**src/hdl/knnsv_pkg.sv**
```systemverilog
package knnsv_pkg;

    // Fixed field widths
    localparam int IDX_W     = 16;
    localparam int LABEL_W   = 16;
    localparam int VAL_W     = 32;
    localparam int CFG_W     = 17;
    localparam int CFG_IDX_W = 1;

    // Parameter defaults
    localparam int MAX_TRAIN_DEF = 65536;
    localparam int FRAC_BITS_DEF = 30;

    // Register map
    typedef enum logic [CFG_IDX_W-1:0] {
        REG_NUM_TRAIN     = 1'b0,
        REG_NUM_NEIGHBORS = 1'b1
    } cfg_reg_t;

    typedef enum logic [1:0] {
        S_IDLE,
        S_DIV,
        S_ACC
    } state_t;

    // Controller -> datapath
    typedef struct packed {
        logic load;    // capture input beat, set up divisor
        logic step;    // one restoring-division step
        logic commit;  // form value, update state, fill output register
    } cmd_t;

    // Datapath -> controller
    typedef struct packed {
        logic div_last;  // current step is the final quotient bit
        logic out_free;  // output register can take a result
    } sts_t;

endpackage

```
**src/hdl/knnsv_if.sv**
```systemverilog
interface knnsv_in_if;
    logic                            valid;
    logic                            ready;
    logic [knnsv_pkg::IDX_W-1:0]     train_index;
    logic [knnsv_pkg::LABEL_W-1:0]   train_label;
    logic [knnsv_pkg::LABEL_W-1:0]   test_label;

    modport source (output valid, output train_index, output train_label,
                    output test_label, input ready);
    modport sink   (input valid, input train_index, input train_label,
                    input test_label, output ready);
endinterface

interface knnsv_out_if;
    logic                               valid;
    logic                               ready;
    logic [knnsv_pkg::IDX_W-1:0]        point_index;
    logic signed [knnsv_pkg::VAL_W-1:0] shapley_value;
    logic                               last_of_test;

    modport source (output valid, output point_index, output shapley_value,
                    output last_of_test, input ready);
    modport sink   (input valid, input point_index, input shapley_value,
                    input last_of_test, output ready);
endinterface

```
**src/hdl/knnsv_ctrl.sv**
```systemverilog
module knnsv_ctrl
(
    input  logic              clk,
    input  logic              rst_n,
    input  logic              in_valid,
    output logic              in_ready,
    input  knnsv_pkg::sts_t   sts,
    output knnsv_pkg::cmd_t   cmd
);

    knnsv_pkg::state_t state_reg;
    knnsv_pkg::state_t state_next;

    always_ff @(posedge clk or negedge rst_n)
    begin
        if (!rst_n)
        begin
            state_reg <= knnsv_pkg::S_IDLE;
        end
        else
        begin
            state_reg <= state_next;
        end
    end

    // Next state
    always_comb
    begin
        state_next = state_reg;
        case (state_reg)
            knnsv_pkg::S_IDLE:
            begin
                if (in_valid)
                begin
                    state_next = knnsv_pkg::S_DIV;
                end
            end
            knnsv_pkg::S_DIV:
            begin
                if (sts.div_last)
                begin
                    state_next = knnsv_pkg::S_ACC;
                end
            end
            knnsv_pkg::S_ACC:
            begin
                if (sts.out_free)
                begin
                    state_next = knnsv_pkg::S_IDLE;
                end
            end
            default:
            begin
                state_next = knnsv_pkg::S_IDLE;
            end
        endcase
    end

    // Outputs
    always_comb
    begin
        in_ready   = 1'b0;
        cmd.load   = 1'b0;
        cmd.step   = 1'b0;
        cmd.commit = 1'b0;
        case (state_reg)
            knnsv_pkg::S_IDLE:
            begin
                in_ready = 1'b1;
                cmd.load = in_valid;
            end
            knnsv_pkg::S_DIV:
            begin
                cmd.step = 1'b1;
            end
            knnsv_pkg::S_ACC:
            begin
                cmd.commit = sts.out_free;
            end
            default:
            begin
                in_ready = 1'b0;
            end
        endcase
    end

endmodule

```
**src/hdl/knnsv_dp.sv**
```systemverilog
module knnsv_dp
#(
    parameter int MAX_TRAIN = knnsv_pkg::MAX_TRAIN_DEF,
    parameter int FRAC_BITS = knnsv_pkg::FRAC_BITS_DEF
)
(
    input  logic                                clk,
    input  logic                                rst_n,
    input  knnsv_pkg::cmd_t                     cmd,
    output knnsv_pkg::sts_t                     sts,
    input  logic                                cfg_we,
    input  logic [knnsv_pkg::CFG_IDX_W-1:0]     cfg_index,
    input  logic [knnsv_pkg::CFG_W-1:0]         cfg_data,
    input  logic [knnsv_pkg::IDX_W-1:0]         train_index,
    input  logic [knnsv_pkg::LABEL_W-1:0]       train_label,
    input  logic [knnsv_pkg::LABEL_W-1:0]       test_label,
    output logic                                out_valid,
    input  logic                                out_ready,
    output logic [knnsv_pkg::IDX_W-1:0]         point_index,
    output logic signed [knnsv_pkg::VAL_W-1:0]  shapley_value,
    output logic                                last_of_test
);

    localparam int CFG_W  = knnsv_pkg::CFG_W;
    localparam int VAL_W  = knnsv_pkg::VAL_W;
    localparam int RANK_W = $clog2(MAX_TRAIN);
    localparam int Q_W    = FRAC_BITS + 1;
    localparam int STEP_W = $clog2(FRAC_BITS + 1);
    localparam int SUM_W  = VAL_W + 2;

    localparam logic signed [SUM_W-1:0] VAL_MAX = SUM_W'((64'sd1 <<< (VAL_W - 1)) - 1);
    localparam logic signed [SUM_W-1:0] VAL_MIN = -SUM_W'(64'sd1 <<< (VAL_W - 1));

    // Configuration
    logic [CFG_W-1:0] num_train_reg;
    logic [CFG_W-1:0] num_neighbors_reg;

    // Run state
    logic [RANK_W-1:0]       rank_count_reg;
    logic [RANK_W-1:0]       rank_count_next;
    logic signed [VAL_W-1:0] prev_value_reg;
    logic signed [VAL_W-1:0] prev_value_next;
    logic                    prev_match_reg;

    // Item being worked
    logic [RANK_W-1:0]       rank_reg;
    logic                    first_reg;
    logic                    match_reg;
    logic [knnsv_pkg::IDX_W-1:0] index_reg;

    // Divider
    logic [CFG_W-1:0]  div_d_reg;
    logic [CFG_W-1:0]  rem_reg;
    logic [CFG_W-1:0]  rem_next;
    logic [Q_W-1:0]    quo_reg;
    logic [Q_W-1:0]    quo_next;
    logic [STEP_W-1:0] step_reg;

    // Output register
    logic                    out_valid_reg;
    logic                    out_valid_next;
    logic [knnsv_pkg::IDX_W-1:0] out_index_reg;
    logic signed [VAL_W-1:0] out_value_reg;
    logic                    out_last_reg;

    logic [CFG_W-1:0]  eff_n;
    logic [CFG_W-1:0]  eff_k;
    logic [CFG_W-1:0]  rank_p1;
    logic              first_now;
    logic [CFG_W-1:0]  divisor;
    logic [CFG_W:0]    trial;
    logic              dividend_bit;
    logic signed [SUM_W-1:0] q_ext;
    logic signed [SUM_W-1:0] sum;
    logic signed [VAL_W-1:0] value;
    logic              last_now;

    // N clamped to [2, MAX_TRAIN], K of zero acts as one
    always_comb
    begin
        if (num_train_reg < CFG_W'(2))
        begin
            eff_n = CFG_W'(2);
        end
        else if (num_train_reg > CFG_W'(MAX_TRAIN))
        begin
            eff_n = CFG_W'(MAX_TRAIN);
        end
        else
        begin
            eff_n = num_train_reg;
        end
        eff_k = (num_neighbors_reg == '0) ? CFG_W'(1) : num_neighbors_reg;
    end

    assign rank_p1   = CFG_W'(rank_count_reg) + CFG_W'(1);
    assign first_now = (CFG_W'(rank_count_reg) >= (eff_n - CFG_W'(1)));

    always_comb
    begin
        if (first_now)
        begin
            divisor = eff_n;
        end
        else if (eff_k > rank_p1)
        begin
            divisor = eff_k;
        end
        else
        begin
            divisor = rank_p1;
        end
    end

    // Restoring division of 2^FRAC_BITS, one quotient bit per step, MSB first
    assign dividend_bit = (step_reg == STEP_W'(FRAC_BITS));
    assign trial        = {rem_reg, dividend_bit};

    always_comb
    begin
        if (trial >= {1'b0, div_d_reg})
        begin
            rem_next = CFG_W'(trial - {1'b0, div_d_reg});
            quo_next = {quo_reg[Q_W-2:0], 1'b1};
        end
        else
        begin
            rem_next = trial[CFG_W-1:0];
            quo_next = {quo_reg[Q_W-2:0], 1'b0};
        end
    end

    // Accumulate and saturate
    assign q_ext = SUM_W'(quo_reg);

    always_comb
    begin
        if (match_reg && !prev_match_reg)
        begin
            sum = SUM_W'(prev_value_reg) + q_ext;
        end
        else if (!match_reg && prev_match_reg)
        begin
            sum = SUM_W'(prev_value_reg) - q_ext;
        end
        else
        begin
            sum = SUM_W'(prev_value_reg);
        end

        if (first_reg)
        begin
            value = match_reg ? VAL_W'(quo_reg) : '0;
        end
        else if (sum > VAL_MAX)
        begin
            value = VAL_MAX[VAL_W-1:0];
        end
        else if (sum < VAL_MIN)
        begin
            value = VAL_MIN[VAL_W-1:0];
        end
        else
        begin
            value = sum[VAL_W-1:0];
        end
    end

    assign last_now        = (rank_reg == '0);
    assign rank_count_next = last_now ? RANK_W'(eff_n - CFG_W'(1)) : rank_reg - RANK_W'(1);
    assign prev_value_next = value;

    // Control registers
    always_ff @(posedge clk or negedge rst_n)
    begin
        if (!rst_n)
        begin
            num_train_reg     <= CFG_W'(2);
            num_neighbors_reg <= CFG_W'(1);
            rank_count_reg    <= RANK_W'(1);
            prev_value_reg    <= '0;
            prev_match_reg    <= 1'b0;
            out_valid_reg     <= 1'b0;
            step_reg          <= '0;
        end
        else
        begin
            out_valid_reg <= out_valid_next;
            if (cfg_we)
            begin
                case (knnsv_pkg::cfg_reg_t'(cfg_index))
                    knnsv_pkg::REG_NUM_TRAIN:
                    begin
                        num_train_reg  <= cfg_data;
                        // restart the run with the new N
                        if (cfg_data < CFG_W'(2))
                        begin
                            rank_count_reg <= RANK_W'(1);
                        end
                        else if (cfg_data > CFG_W'(MAX_TRAIN))
                        begin
                            rank_count_reg <= RANK_W'(MAX_TRAIN - 1);
                        end
                        else
                        begin
                            rank_count_reg <= RANK_W'(cfg_data - CFG_W'(1));
                        end
                        prev_value_reg <= '0;
                        prev_match_reg <= 1'b0;
                    end
                    knnsv_pkg::REG_NUM_NEIGHBORS:
                    begin
                        num_neighbors_reg <= cfg_data;
                    end
                    default:
                    begin
                        num_neighbors_reg <= num_neighbors_reg;
                    end
                endcase
            end
            else if (cmd.commit)
            begin
                rank_count_reg <= rank_count_next;
                prev_value_reg <= prev_value_next;
                prev_match_reg <= match_reg;
            end

            if (cmd.load)
            begin
                step_reg <= STEP_W'(FRAC_BITS);
            end
            else if (cmd.step && step_reg != '0)
            begin
                step_reg <= step_reg - STEP_W'(1);
            end
        end
    end

    assign out_valid_next = cmd.commit ? 1'b1 : (out_ready ? 1'b0 : out_valid_reg);

    // Payload registers
    always_ff @(posedge clk)
    begin
        if (cmd.load)
        begin
            first_reg <= first_now;
            rank_reg  <= first_now ? RANK_W'(eff_n - CFG_W'(1)) : rank_count_reg;
            match_reg <= (train_label == test_label);
            index_reg <= train_index;
            div_d_reg <= divisor;
            rem_reg   <= '0;
            quo_reg   <= '0;
        end
        else if (cmd.step)
        begin
            rem_reg <= rem_next;
            quo_reg <= quo_next;
        end

        if (cmd.commit)
        begin
            out_index_reg <= index_reg;
            out_value_reg <= value;
            out_last_reg  <= last_now;
        end
    end

    assign sts.div_last = (step_reg == '0);
    assign sts.out_free = !out_valid_reg || out_ready;

    assign out_valid     = out_valid_reg;
    assign point_index   = out_index_reg;
    assign shapley_value = out_value_reg;
    assign last_of_test  = out_last_reg;

endmodule

```
**src/hdl/knn_shapley_value_recursion.sv**
```systemverilog
// Channel  Dir  Beat fields                                   Handshake
// -------  ---  --------------------------------------------  -----------
// sample   in   train_index[16] train_label[16] test_label[16] valid/ready
// result   out  point_index[16] shapley_value[32s] last_of_test valid/ready
// cfg      in   cfg_index[1] cfg_data[17]                      cfg_we
//
// Per beat: take the beat, run the radix-2 restoring divider that forms
//   2^FRAC_BITS / divisor, then add, saturate and load the output register. A new
//   sample is taken only after the previous one has been committed.
// Reset: rst_n async low; N=2, K=1, rank counter at 1, previous value/match cleared.
// Stalls: a finished result waits in the output register while the next sample
//   is taken and divided; only the commit waits on result.ready.
module knn_shapley_value_recursion
#(
    parameter int MAX_TRAIN = knnsv_pkg::MAX_TRAIN_DEF,
    parameter int FRAC_BITS = knnsv_pkg::FRAC_BITS_DEF
)
(
    input  logic                             clk,
    input  logic                             rst_n,
    input  logic                             cfg_we,
    input  logic [knnsv_pkg::CFG_IDX_W-1:0]  cfg_index,
    input  logic [knnsv_pkg::CFG_W-1:0]      cfg_data,
    knnsv_in_if.sink                         sample,
    knnsv_out_if.source                      result
);

    knnsv_pkg::cmd_t cmd;
    knnsv_pkg::sts_t sts;

    // Sequencer: take beat, step divider, commit when output slot is free
    knnsv_ctrl u_ctrl
    (
        .clk      (clk),
        .rst_n    (rst_n),
        .in_valid (sample.valid),
        .in_ready (sample.ready),
        .sts      (sts),
        .cmd      (cmd)
    );

    // Config registers, rank counter, previous value/match, divider, output register
    knnsv_dp
    #(
        .MAX_TRAIN (MAX_TRAIN),
        .FRAC_BITS (FRAC_BITS)
    )
    u_dp
    (
        .clk           (clk),
        .rst_n         (rst_n),
        .cmd           (cmd),
        .sts           (sts),
        .cfg_we        (cfg_we),
        .cfg_index     (cfg_index),
        .cfg_data      (cfg_data),
        .train_index   (sample.train_index),
        .train_label   (sample.train_label),
        .test_label    (sample.test_label),
        .out_valid     (result.valid),
        .out_ready     (result.ready),
        .point_index   (result.point_index),
        .shapley_value (result.shapley_value),
        .last_of_test  (result.last_of_test)
    );

endmodule
```
**src/flat_wrapper.sv**
```systemverilog
// flat-port wrapper written by rule: the top's interface ports become plain ports
module knn_shapley_value_recursion_flat 
#(
    parameter int MAX_TRAIN = knnsv_pkg::MAX_TRAIN_DEF,
    parameter int FRAC_BITS = knnsv_pkg::FRAC_BITS_DEF
)
  (clk, rst_n, cfg_we, cfg_index, cfg_data, sample_valid, sample_train_index, sample_train_label, sample_test_label, sample_ready, result_valid, result_point_index, result_shapley_value, result_last_of_test, result_ready);
  knnsv_in_if sample_i ();
  knnsv_out_if result_i ();
  input  logic clk;
  input  logic rst_n;
  input  logic cfg_we;
  input  logic [knnsv_pkg::CFG_IDX_W-1:0] cfg_index;
  input  logic [knnsv_pkg::CFG_W-1:0] cfg_data;
  input wire logic [$bits(sample_i.valid)-1:0] sample_valid;
  input wire logic [$bits(sample_i.train_index)-1:0] sample_train_index;
  input wire logic [$bits(sample_i.train_label)-1:0] sample_train_label;
  input wire logic [$bits(sample_i.test_label)-1:0] sample_test_label;
  output wire logic [$bits(sample_i.ready)-1:0] sample_ready;
  output wire logic [$bits(result_i.valid)-1:0] result_valid;
  output wire logic [$bits(result_i.point_index)-1:0] result_point_index;
  output wire logic [$bits(result_i.shapley_value)-1:0] result_shapley_value;
  output wire logic [$bits(result_i.last_of_test)-1:0] result_last_of_test;
  input wire logic [$bits(result_i.ready)-1:0] result_ready;
  assign sample_i.valid = sample_valid;
  assign sample_i.train_index = sample_train_index;
  assign sample_i.train_label = sample_train_label;
  assign sample_i.test_label = sample_test_label;
  assign sample_ready = sample_i.ready;
  assign result_valid = result_i.valid;
  assign result_point_index = result_i.point_index;
  assign result_shapley_value = result_i.shapley_value;
  assign result_last_of_test = result_i.last_of_test;
  assign result_i.ready = result_ready;
  knn_shapley_value_recursion #(.MAX_TRAIN(MAX_TRAIN), .FRAC_BITS(FRAC_BITS)) u_core (.clk(clk), .rst_n(rst_n), .cfg_we(cfg_we), .cfg_index(cfg_index), .cfg_data(cfg_data), .sample(sample_i), .result(result_i));
endmodule
```
**config.mk**
```make
export PLATFORM = sky130hd
export DESIGN_NAME = knn_shapley_value_recursion_flat
export DESIGN_NICKNAME = d
export VERILOG_FILES = /design/src/hdl/knnsv_pkg.sv /design/src/hdl/knnsv_if.sv /design/src/hdl/knnsv_ctrl.sv /design/src/hdl/knnsv_dp.sv /design/src/hdl/knn_shapley_value_recursion.sv /design/src/flat_wrapper.sv
export SDC_FILE = /design/constraint.sdc
export NUM_CORES = 1
export LEC_CHECK = 0
export ABC_AREA = 0
export BUFFER_PORTS_ARGS = -buffer_cell sky130_fd_sc_hd__buf_2
export CORE_UTILIZATION = 62
export DETAILED_ROUTE_END_ITERATION = 8
export PLACE_DENSITY = 0.87
export SETUP_SLACK_MARGIN = 0.05
export SLEW_MARGIN = 30
export SYNTH_ARGS = -nofsm -noshare
export SYNTH_HDL_FRONTEND = slang
export SYNTH_HIERARCHICAL = 1
export SYNTH_SLANG_ARGS = --single-unit
```
**constraint.sdc**
```tcl
create_clock -name clk -period 5.5 [get_ports clk]
set_input_delay 0.55 -clock clk [delete_from_list [all_inputs] [get_ports clk]]
set_output_delay 0.55 -clock clk [all_outputs]
set_load 0.02 [all_outputs]
```
# Word level (Yosys, flattened, before mapping)
# Index checks and enable logic that the tools add are counted.
# Widths: inputs -> output; s select.
# word_totals
register_bits	239
in_bits	71
elab_cells	101
# classes
n_bitwise	1
n_eq_ne	8
n_addsub	8
muxes	38
reduce_logical	19
n_lt_le_gt_ge	9
# op_table
cell	n
$mux 32	6
$mux 16	7
$mux 17	6
$mux 34	2
$gt 17x17->1 const B	2
$gt 34x32->1 const B	1
$lt 17x2->1 const B	2
$lt 34x32->1 const B	1
$add 32x32->33	1
$sub 32x32->33	1
$sub 16x1->16 const B	2
$mux 31	1
$ge 18x17->1	1
$add 16x1->17 const B	1
$ge 16x17->1	1
$gt 17x17->1	1
$logic_not 17->1	1
$sub 17x1->17 const B	1
$sub 17x17->17	1
$eq 16x16->1	1
$logic_not 16->1	1
$mux 1	10
$mux 5	2
$mux 2	3
other kinds (17)	27

# Depth between registers and ports, before layout
# depth
ltp_word	10
ltp_mapped	23
ltp_nobuf	21

# By module
# Netlist, hierarchy kept.
# by_module_without_submodules
module	seq_area_each_um2	cells_each	area_per_inst_um2	instances
knnsv_dp	6194.7	2032	17724.5	1
knnsv_ctrl	50.0	12	120.1	1

# Least setup slack after synthesis
# Ideal clock, no wire load.
# synth_path
path_type	register to register
startpoint	register u_core.u_dp.num_train_reg[12]
endpoint	register u_core.u_dp.div_d_reg[13], data pin
path_stages_with_launch	21
slack_ps	641
path_buffers	1
setup_ps	260
t_arrival_ps	4599
period_less_slack_ps	4859
path_cell_list	dfrtp_1 -> or4_1 -> or4_1 -> nand3b_1 -> ha_1 -> o21ai_0 -> nor2_1 -> nand2_1 -> or4_1 -> nand3_1 -> nand2_1 -> inv_1 -> ha_1 -> nand4_1 -> nor2_1 -> nand2_1 -> nor2_1 -> a31oi_1 -> a31oi_1 -> buf_2 -> mux2_2
# synth_via
elab_chain_len	6
# synth_lines
element	line	rtl
start, declared	knnsv_dp.sv:35	logic [CFG_W-1:0] num_train_reg;
start signal, assigned	knnsv_dp.sv:194	num_train_reg <= cfg_data;
$gt 17x17->1	knnsv_dp.sv:85	else if (num_train_reg > CFG_W'(MAX_TRAIN))
$mux 17	knnsv_dp.sv:85	
$mux 17 (*)	knnsv_dp.sv:81	if (num_train_reg < CFG_W'(2))
$sub 17x1->17	n/a	
$ge 16x17->1	knnsv_dp.sv:97	assign first_now = (CFG_W'(rank_count_reg) >= (eff_n - CFG_W'(1)));
$mux 17 (*)	knnsv_dp.sv:101	if (first_now)
named net u_core.u_dp.divisor[13]	knnsv_dp.sv:70	logic [CFG_W-1:0] divisor;
end signal, assigned	knnsv_dp.sv:250	div_d_reg <= divisor;
end, declared	knnsv_dp.sv:52	logic [CFG_W-1:0] div_d_reg;
# Mark *: on every way through the listed nets, which the timed path passes. The rest lies on a longest branch.
# A chain may end at the register's enable or synchronous reset.

# Final worst setup path
# layout_path
startpoint	register u_core.u_dp.num_train_reg[12]
endpoint	register u_core.u_dp.rank_reg[7], data pin
# layout_via
elab_chain_len	6
# layout_lines
element	line	rtl
$gt 17x17->1	knnsv_dp.sv:85	
$mux 17	knnsv_dp.sv:85	
$mux 17 (*)	knnsv_dp.sv:81	
$sub 17x1->17 (*)	knnsv_dp.sv:247	rank_reg <= first_now ? RANK_W'(eff_n - CFG_W'(1)) : rank_count_reg;
$ge 16x17->1	knnsv_dp.sv:97	
$mux 16 (*)	knnsv_dp.sv:247	
end signal, assigned	knnsv_dp.sv:247	
end, declared	knnsv_dp.sv:46	logic [RANK_W-1:0] rank_reg;
# Mark *: on every way between the ends. The rest lies on a longest branch, timed or not.

==> PnR_summary.wiki <==
{| class="wikitable"
! Metric !! Value
|-
| Hold bufs inserted after CTS || 0
|-
| Synthesized area per cell || 8.73 sq um
|-
| Source-to-sink clock delay at the later pin of the worst-skew pair || 0.57 ns
|-
| Switching power total || 3.42 mW
|-
| Drt total wl || 56.3 mm
|-
| CTS Buf Count || 28
|-
| H-tree Lvls || 1
|-
| RePlAce Congestion || 0.969
|-
| Number of iterations in the first detailed-routing pass || 7
|-
| Dpl hpwl || 39.5 mm
|-
| CP max FO || 10
|-
| Per-cell via count in the routed design || 6.61
|-
| Total area of multi-input combinational cells || 10,600 sq um
|-
| Portion of total power attributed to combinational logic || 44.9%
|-
| Type of the tightest min-delay check || in -> async
|-
| Placeable core region || 28,000 sq um
|-
| Overall via count from detail_route || 16,500
|-
| Leading cell types by total area after synthesis || sky130_fd_sc_hd__edfxtp_1, sky130_fd_sc_hd__dfrtp_1, sky130_fd_sc_hd__ha_1
|-
| Leading area contributor after synthesis || sky130_fd_sc_hd__edfxtp_1
|-
| Drt initial violations || 1,867
|-
| Most instantiated flip-flop cell in the synthesis netlist || sky130_fd_sc_hd__edfxtp_1
|-
| Share of the clock period used by the worst path after layout || 91.3%
|-
| IO Count || 122
|-
| Max-slew violation count || 0
|-
| RSZ-0062 raised after global routing || false
|-
| Number of enable-type register cells in the synthesized netlist || 100
|-
| Transition time at the pin with the least slew margin || 0.970 ns
|-
| Status || finished clean
|-
| Worst clock skew || 0.0129 ns
|-
| Clock sink total || 239
|-
| Relative contribution of the clock network to total power || 22.9%
|-
| Port buffer count || 121
|-
| Vert. Die Dim || 172 microns
|-
| Setup violations, final || 0
|-
| Switching share of power || 41.2%
|-
| Aggregate global-route resource usage || 38.4%
|-
| Cell area after synthesis || 17,800 sq um
|-
| Overall die area || 29,500 sq um
|-
| Layout Nets || 2,295
|-
| Busiest grt layer || met2
|-
| Achievable frequency || 199 MHz
|-
| Number of warnings printed during yosys synthesis || 6
|-
| Post-route setup TNS || 0 ns
|-
| Post-route non-filler standard cell count || 2,501
|-
| TritonCTS clock tree || yes
|-
| Sequential cell area || 6240 sq um
|-
| Pin count of the biggest net entering global routing || 65
|-
| Internal power consumption || 4.88 mW
|-
| Register area share after synthesis || 35.0%
|-
| Number of nets still failing antenna checks after routing || 0
|-
| Clock Path Buffers || 3
|-
| Share of the synthesized area in the top cell type || 16.8%
|-
| Overall die width || 172 microns
|-
| Required time at the endpoint of the critical path || 5.81 ns
|-
| Slew HR || 35.3%
|-
| Count of endpoints failing hold in the final timing report || 0
|-
| Ant diodes || 0
|-
| Grt met3 use || 7.55%
|-
| Endpoint kind of the worst setup timing path || flip-flop
|-
| Drc violations || 0
|-
| Post-route worst setup slack || 0.478 ns
|-
| Global routing met1 resource utilization || 54.2%
|-
| Count of cell types in the netlist || 105
|-
| Cell at the root of the clock tree || sky130_fd_sc_hd__clkbuf_16
|-
| Worst setup timing slack at the placement stage || 0.273 ns
|-
| Synth-to-layout area growth || 10.0%
|-
| Shortest clock period the worst path allows after layout || 5.02 ns
|-
| Worst IR Drop VDD || 0.287 mV
|-
| Type of element launching the critical path || flip-flop
|-
| Total gr overflow || 0
|-
| CP Data Arrival Time || 5.33 ns
|-
| Number of cells produced by synthesis || 2,044
|-
| Power density normalized to cell area || 423 nW/um^2
|-
| First-pass GRT wire length || 87.0 mm
|-
| Site row count || 61
|-
| Placed cells || 2,448
|-
| Proportion of layout cells with a drive suffix above 1 || 14.1%
|-
| Syn nets || 2,238
|-
| Register bit total from synthesis || 239
|-
| Starting utilization of the core area || 63.7%
|-
| Leakage power summed over all cells || 8.50 nW
|-
| Fill count || 2,257
|-
| Initial antenna violation count || 0
|-
| GR Util met2 || 57.6%
|-
| Via count of the first global-routing pass || 15,700
|-
| Post-synth ARST share || 38.1%
|-
| Max-cap viol count || 0
|-
| Flop pwr share || 32.2%
|-
| Clock transition at the registers of the reported paths || 0.06 ns
|-
| Crit Path Class || reg -> reg
|-
| Post-detailed-route wirelength per cell || 22.5 microns
|}
critical path: stages (launching register included):
cell and delay, ns:
sky130_fd_sc_hd__dfrtp_1 0.46, sky130_fd_sc_hd__or4_1 0.63, sky130_fd_sc_hd__or4_1 0.59, sky130_fd_sc_hd__nand3b_1 0.22, sky130_fd_sc_hd__ha_1 0.27, sky130_fd_sc_hd__o21ai_2 0.12
sky130_fd_sc_hd__nor2_2 0.18, sky130_fd_sc_hd__buf_4 0.16, sky130_fd_sc_hd__nand2_1 0.09, sky130_fd_sc_hd__or4_1 0.41, sky130_fd_sc_hd__nand3_1 0.09, sky130_fd_sc_hd__nand2_1 0.10
sky130_fd_sc_hd__inv_1 0.07, sky130_fd_sc_hd__ha_1 0.23, sky130_fd_sc_hd__nand4_1 0.10, sky130_fd_sc_hd__nor2_1 0.06, sky130_fd_sc_hd__nand2_1 0.06, sky130_fd_sc_hd__nor2_1 0.03
sky130_fd_sc_hd__a31oi_1 0.24, sky130_fd_sc_hd__a31oi_4 0.15, sky130_fd_sc_hd__buf_4 0.21, sky130_fd_sc_hd__mux2_2 0.28
stage by stage:
step                util (%)  hold WS, ns  total power, mW  area (sq um)
global route            70.1        0.112             8.78         19600
CTS                     70.0       0.0918             8.23         19600
global placement        66.6        0.402             6.14         18700
detailed placement      66.6        0.405             6.28         18700
finish                  70.1       0.0678             8.30         19600
floorplan                  -        0.254             5.38         17800
what timing repair did:
item                       CTS  global route
resized for setup            0             5
setup endpoints to repair    0            34
setup buffers                0             1
cell families (layout without fill, tap and decap cells):
| kind of cell | after synthesis | count (layout) | synth area share (%) |
|---|---|---|---|
| buffers and inverters | 253 | 332 | 5.78 |
| AND/OR/NAND/NOR | 662 | 662 | 18.1 |
| flip-flops | 239 | 239 | 35.0 |
| multiplexers | 118 | 118 | 6.91 |
| adder cells (fa/ha/maj) | 123 | 123 | 8.75 |
| XOR/XNOR | 79 | 79 | 3.88 |
| AO/OA/AOI/OAI | 570 | 570 | 21.6 |
final timing paths:
kind / start / endpoint / slack (ns) / cells past startpoint
worst max-delay path: u_core/u_dp/num_train_reg[12] / u_core/u_dp/rank_reg[7] / 0.48 / 21
worst min-delay path: rst_n / u_core/u_dp/prev_value_reg[19] / 0.07 / 1
worst max register to register: u_core/u_dp/num_train_reg[12] / u_core/u_dp/rank_reg[7] / 0.48 / 21
worst min register to register: u_core/u_dp/index_reg[0] / u_core/u_dp/point_index[0] / 0.42 / 0
max in group asynchronous: rst_n / u_core/u_dp/num_neighbors_reg[4] / 4.34 / 2
min in group clk: sample_train_index[15] / u_core/u_dp/index_reg[15] / 0.16 / 1
Yosys cell counts, drive strengths merged, types with 38 or more instances:
master    n
nor3     53
dfxtp    48
nor2    186
a21oi   158
a211oi   38
nand2   185
o21ai    97
ha      120
mux2     42
xnor2    60
dfrtp    88
nand2b   41
clkbuf   89
nand3    40
mux2i    76
inv     127
edfxtp  100
power by group through the flow:
| stage | Clock [mW] | Sequential, mW | Combinational, mW |
|---|---|---|---|
| 3_5_place_dp | 0 | 2.67 | 3.61 |
| 6_report | 1.90 | 2.67 | 3.73 |
| 2_1_floorplan | 0 | 2.53 | 2.85 |
| 4_1_cts | 1.92 | 2.65 | 3.66 |
| 5_1_grt | 1.99 | 2.70 | 4.09 |
| 3_3_place_gp | 0 | 2.65 | 3.49 |
cell type report:
| cell class | instances | area share (%) |
|---|---|---|
| clock buffers | 40 | 4.15 |
| clock inverters | 12 | 0.675 |
| inverters | 129 | 2.47 |
| multi-input cells | 1552 | 54.2 |
| flip-flops and latches | 239 | 31.8 |
| well taps | 378 | 2.41 |
| repair buffers | 151 | 4.31 |
cells in the final DEF (no fill, tap or decap), types with 24 or more instances in the layout:
| master | instances |
|---|---|
| sky130_fd_sc_hd__a211oi_1 | 38 |
| sky130_fd_sc_hd__a21boi_0 | 31 |
| sky130_fd_sc_hd__a21oi_1 | 157 |
| sky130_fd_sc_hd__buf_2 | 120 |
| sky130_fd_sc_hd__buf_4 | 30 |
| sky130_fd_sc_hd__clkbuf_16 | 28 |
| sky130_fd_sc_hd__dfrtp_1 | 88 |
| sky130_fd_sc_hd__dfxtp_1 | 48 |
| sky130_fd_sc_hd__edfxtp_1 | 100 |
| sky130_fd_sc_hd__ha_1 | 120 |
| sky130_fd_sc_hd__inv_1 | 125 |
| sky130_fd_sc_hd__mux2_2 | 42 |
| sky130_fd_sc_hd__mux2i_1 | 76 |
| sky130_fd_sc_hd__nand2_1 | 183 |
| sky130_fd_sc_hd__nand2b_1 | 41 |
| sky130_fd_sc_hd__nand3_1 | 40 |
| sky130_fd_sc_hd__nand4_1 | 24 |
| sky130_fd_sc_hd__nor2_1 | 181 |
| sky130_fd_sc_hd__nor2b_1 | 24 |
| sky130_fd_sc_hd__nor3_1 | 51 |
| sky130_fd_sc_hd__o21ai_0 | 84 |
| sky130_fd_sc_hd__o22ai_1 | 27 |
| sky130_fd_sc_hd__xnor2_1 | 60 |
per-layer routing:
| metal | vias up | part of all wire [%] |
|---|---|---|
| met5 | - | 0 |
| met4 | 0 | 3.3 |
| met3 | 155 | 11 |
| met2 | 968 | 43 |
| met1 | 7865 | 42 |
| li1 | 7549 | - |
Power figures use the tool's default switching activity.
